$ cat src/hwt_pkg.sv
// Shared types and constants for the hierarchy world-transform block.
// Used by every module under src; no dependencies of its own.
`default_nettype none

package hwt_pkg;

    localparam int NodeW       = 8;
    localparam int ColW        = 2;
    localparam int ElemW       = 32;
    localparam int Rows        = 4;
    localparam int FracW       = 16;
    localparam int ProdW       = 2 * ElemW;
    localparam int SumW        = ProdW + 2;
    localparam int DefMaxNodes = 256;
    localparam int STdataW     = 152;
    localparam int MTdataW     = 144;

    localparam logic [ElemW-1:0] One  = ElemW'(1) << FracW;
    localparam logic [ElemW-1:0] MaxQ = {1'b0, {(ElemW-1){1'b1}}};
    localparam logic [ElemW-1:0] MinQ = {1'b1, {(ElemW-1){1'b0}}};

    // one column, row 0 in the lowest bits
    typedef logic [Rows-1:0][ElemW-1:0] t_col;
    // full matrix, indexed [column][row]
    typedef logic [Rows-1:0][Rows-1:0][ElemW-1:0] t_mat;
    // products, indexed [row][column of parent]
    typedef logic [Rows-1:0][Rows-1:0][ProdW-1:0] t_prod;

    typedef struct packed {
        t_col            rows;
        logic [ColW-1:0] col;
        logic [NodeW-1:0] parent;
        logic [NodeW-1:0] node;
    } t_s_item;

    typedef struct packed {
        t_col             rows;
        logic [ColW-1:0]  col;
        logic [NodeW-1:0] node;
    } t_m_item;

    typedef struct packed {
        logic             valid;
        logic [NodeW-1:0] node;
        logic [ColW-1:0]  col;
        t_col             data;
    } t_fwd;

    typedef struct packed {
        logic root;
        logic pvalid;
    } t_opsel;

    typedef struct packed {
        logic            en;
        logic [ColW-1:0] col;
    } t_wr_ctl;

endpackage

`default_nettype wire

$ cat src/hwt_sat.sv
// Dot-product reduction: exact sum of four products per row, floor shift by the
// fraction width and saturation to 32 bits. Depends on hwt_pkg.
`default_nettype none

module hwt_sat (
    input  hwt_pkg::t_prod i_prod,
    output hwt_pkg::t_col  o_world,
    output logic           o_sat
);
    import hwt_pkg::*;

    logic signed [SumW-1:0] sum [Rows];

    always_comb begin
        o_sat = 1'b0;
        for (int r = 0; r < Rows; r++) begin
            sum[r] = '0;
            for (int k = 0; k < Rows; k++) begin
                sum[r] = sum[r] + $signed(i_prod[r][k]);
            end
            if ((&sum[r][SumW-1:FracW+ElemW-1]) || !(|sum[r][SumW-1:FracW+ElemW-1])) begin
                o_world[r] = sum[r][FracW+ElemW-1:FracW];
            end else begin
                o_sat      = 1'b1;
                o_world[r] = sum[r][SumW-1] ? MinQ : MaxQ;
            end
        end
    end

endmodule

`default_nettype wire

$ cat config.mk
export PLATFORM = sky130hd
export DESIGN_NAME = hwt_sat
export DESIGN_NICKNAME = d
export VERILOG_FILES = /design/src/hwt_pkg.sv /design/src/hwt_sat.sv
export SDC_FILE = /design/constraint.sdc
export NUM_CORES = 2
export LEC_CHECK = 0
export BUFFER_PORTS_ARGS = -buffer_cell sky130_fd_sc_hd__buf_4
export CAP_MARGIN = 20
export CORE_AREA = 2 2 451 453
export DETAILED_ROUTE_END_ITERATION = 8
export DIE_AREA = 0 0 453 455
export MAX_ROUTING_LAYER = met4
export PLACE_DENSITY = 0.44
export SLEW_MARGIN = 20
export SYNTH_ARGS = -nofsm -noshare
export SYNTH_HDL_FRONTEND = slang
export SYNTH_SLANG_ARGS = --single-unit
$ cat constraint.sdc
create_clock -name vclk -period 7.6
set_input_delay 0.76 -clock vclk [all_inputs]
set_output_delay 0.76 -clock vclk [all_outputs]
set_load 0.02 [all_outputs]
==> impl_metrics.ini <==
[grt]
grt_usage = 0.170
grtUsageMet1 = 0.196
grt_use_met3 = 0.0119
grt_max_degree = 28
grt_pass1_vias = 36907
grt_util_met2 = 0.323
grt_pass1_wl_um = 252000
grt.overflow.total = 0
antenna_found_initial = 7
top_usage_layer = met2

[final_layout]
nFlopsAndLatches = 0
final.fill_count = 22688
utilization = 0.224
nClkBuffers = 0
final_nets = 7338
syn_to_final_growth_pct = 38.3
regArea_um2 = 0
drive_above_1_share = 0.247
multi_input_area_um2 = 27000

[routing]
detail-route-antenna-nets = 0
first_iter_violations = 1789
firstDrtPassIters = 6
drt-wirelength-per-cell_um = 21.7
drc_errors = 0
avgViaCountPerCell = 4.20
routed_wirelength_um = 179000
via_count = 34502

[min_path]
hold_start = i_prod[255]
hold_class = input pin to output pin

[floorplan]
io_pins = 1153
die_w_um = 453
core-area_um2 = 201000
rows = 165
start_util = 0.162
die_h_um = 455
dieArea_um2 = 206000

[place]
dp_hpwl_um = 169000
portBuffers = 1153
finalWeightedCongestion = 0.954

[logic_synthesis]
synthTopCellsByArea = fa_1 31%, inv_1 15%, ha_1 9.7%
syn_inst = 4410
yosysTopAreaCellShare = 0.315
synth_nets = 6198
synth_area_um2 = 32600
synth_cell_types = 110
yosys.area.top_type = fa_1
ys_seq_area_frac = 0
syn_area_per_cell_um2 = 7.38
yosys_warnings = 0

[setup_path]
worstPathRequired_ns = 6.84
critPathKind = input pin to output pin
start_kind = input pin
cp-startpoint = i_prod[285]
critPathCaptureType = output pin
cp.arrival_ns = 6.52
cp_max_fo = 7

[sta]
max_freq_mhz = 137
tightest_slew_ns = 1.01
setup_viol = 0
rsz0062_at_grt = yes
finalCriticalPeriod_ns = 7.28
layout_worst_path_cycle_share = 0.958
hold_viol = 0
slew_violations = 0
relSlewSlack = 0.319

[cts]
ctsHoldBuffers = 0

[run_status]
status = completed

[run]
maxCapViolCount = 0
metrics by stage:
stage	std cells	TNS, ns	instance area, um^2	setup WS (ns)	hold slack, ns
after floorplan	4410	0	32600	1.28	2.16
after global placement	8217	-12.70	44900	-0.987	2.52
after detailed placement	8217	-10.25	44900	-0.931	2.55
after CTS	8219	0	45000	0.0102	2.55
after global routing	8221	-0.0190	45000	-0.0190	2.60
final	8224	0	45000	0.318	2.54
worst max-delay path, stage by stage:
cell	delay, ns
buf_4	0.08
inv_1	0.04
fa_1	0.51
fa_1	0.51
inv_1	0.04
ha_1	0.45
nand4_2	0.28
or4_1	0.62
o41ai_2	0.49
nor3_1	0.22
o31ai_1	0.39
xor2_1	0.18
a211o_1	0.26
or4_4	0.43
o21ai_4	0.42
buf_4	0.29
o2111ai_1	0.26
buf_4	0.25
metal layers:
layer  vias up  share of wire
li1      16432              -
met1     17016           0.40
met3        93          0.037
met5         -              0
met4         0          0.026
met2       961           0.54
final cells by class:
type | instances | area share
multi-input cells | 2956 | 0.601
repair buffers | 1269 | 0.214
inverters | 1323 | 0.110
well taps | 2672 | 0.0743
diodes | 4 | 0.000222
timing repair:
action | CTS | global route
pin swaps | 1 | 2
gates resized for setup | 11 | 9
buffers inserted | 2 | 1
setup endpoints to repair | 32 | 34
hold endpoints to repair | 0 | 0
cell usage after synthesis, types with 20 or more instances:
master / number
a211oi_1: 24
a21o_1: 81
a21oi_1: 340
a31oi_1: 35
and3_1: 21
buf_2: 35
clkbuf_1: 82
fa_1: 512
ha_1: 252
inv_1: 1323
mux2i_1: 71
nand2_1: 295
nand3_1: 53
nand4_1: 108
nor2_1: 202
nor3_1: 60
nor4_1: 29
o211ai_1: 23
o21a_1: 36
o21ai_0: 182
o21ai_1: 53
o21bai_1: 41
or3_1: 20
xnor2_1: 95
xor2_1: 77
cell families (layout without fill, tap and decap cells):
| kind of cell | count (synthesis) | after routing | share of synthesized area |
|---|---|---|---|
| and+or+nand+nor | 922 | 922 | 0.143 |
| adders and majority gates | 764 | 764 | 0.412 |
| AOI/OAI and AO/OA | 1020 | 1020 | 0.202 |
| xor gates and xnor gates | 173 | 173 | 0.0468 |
| other | 0 | 4 | 0 |
| muxes | 77 | 77 | 0.0240 |
| buffers and inverters | 1454 | 2592 | 0.173 |
final timing paths:
path     endpoint  depth (start not counted)
max         o_sat                         18
min   o_world[31]                          6
placed cells by master, fill, tap and decap left out, types with 95 or more instances in the layout:
cell     instances
o21ai_0        180
buf_4         1259
nand4_1        108
inv_1         1323
nor2_1         202
fa_1           509
ha_1           252
a21oi_1        340
xnor2_1         95
nand2_1        295
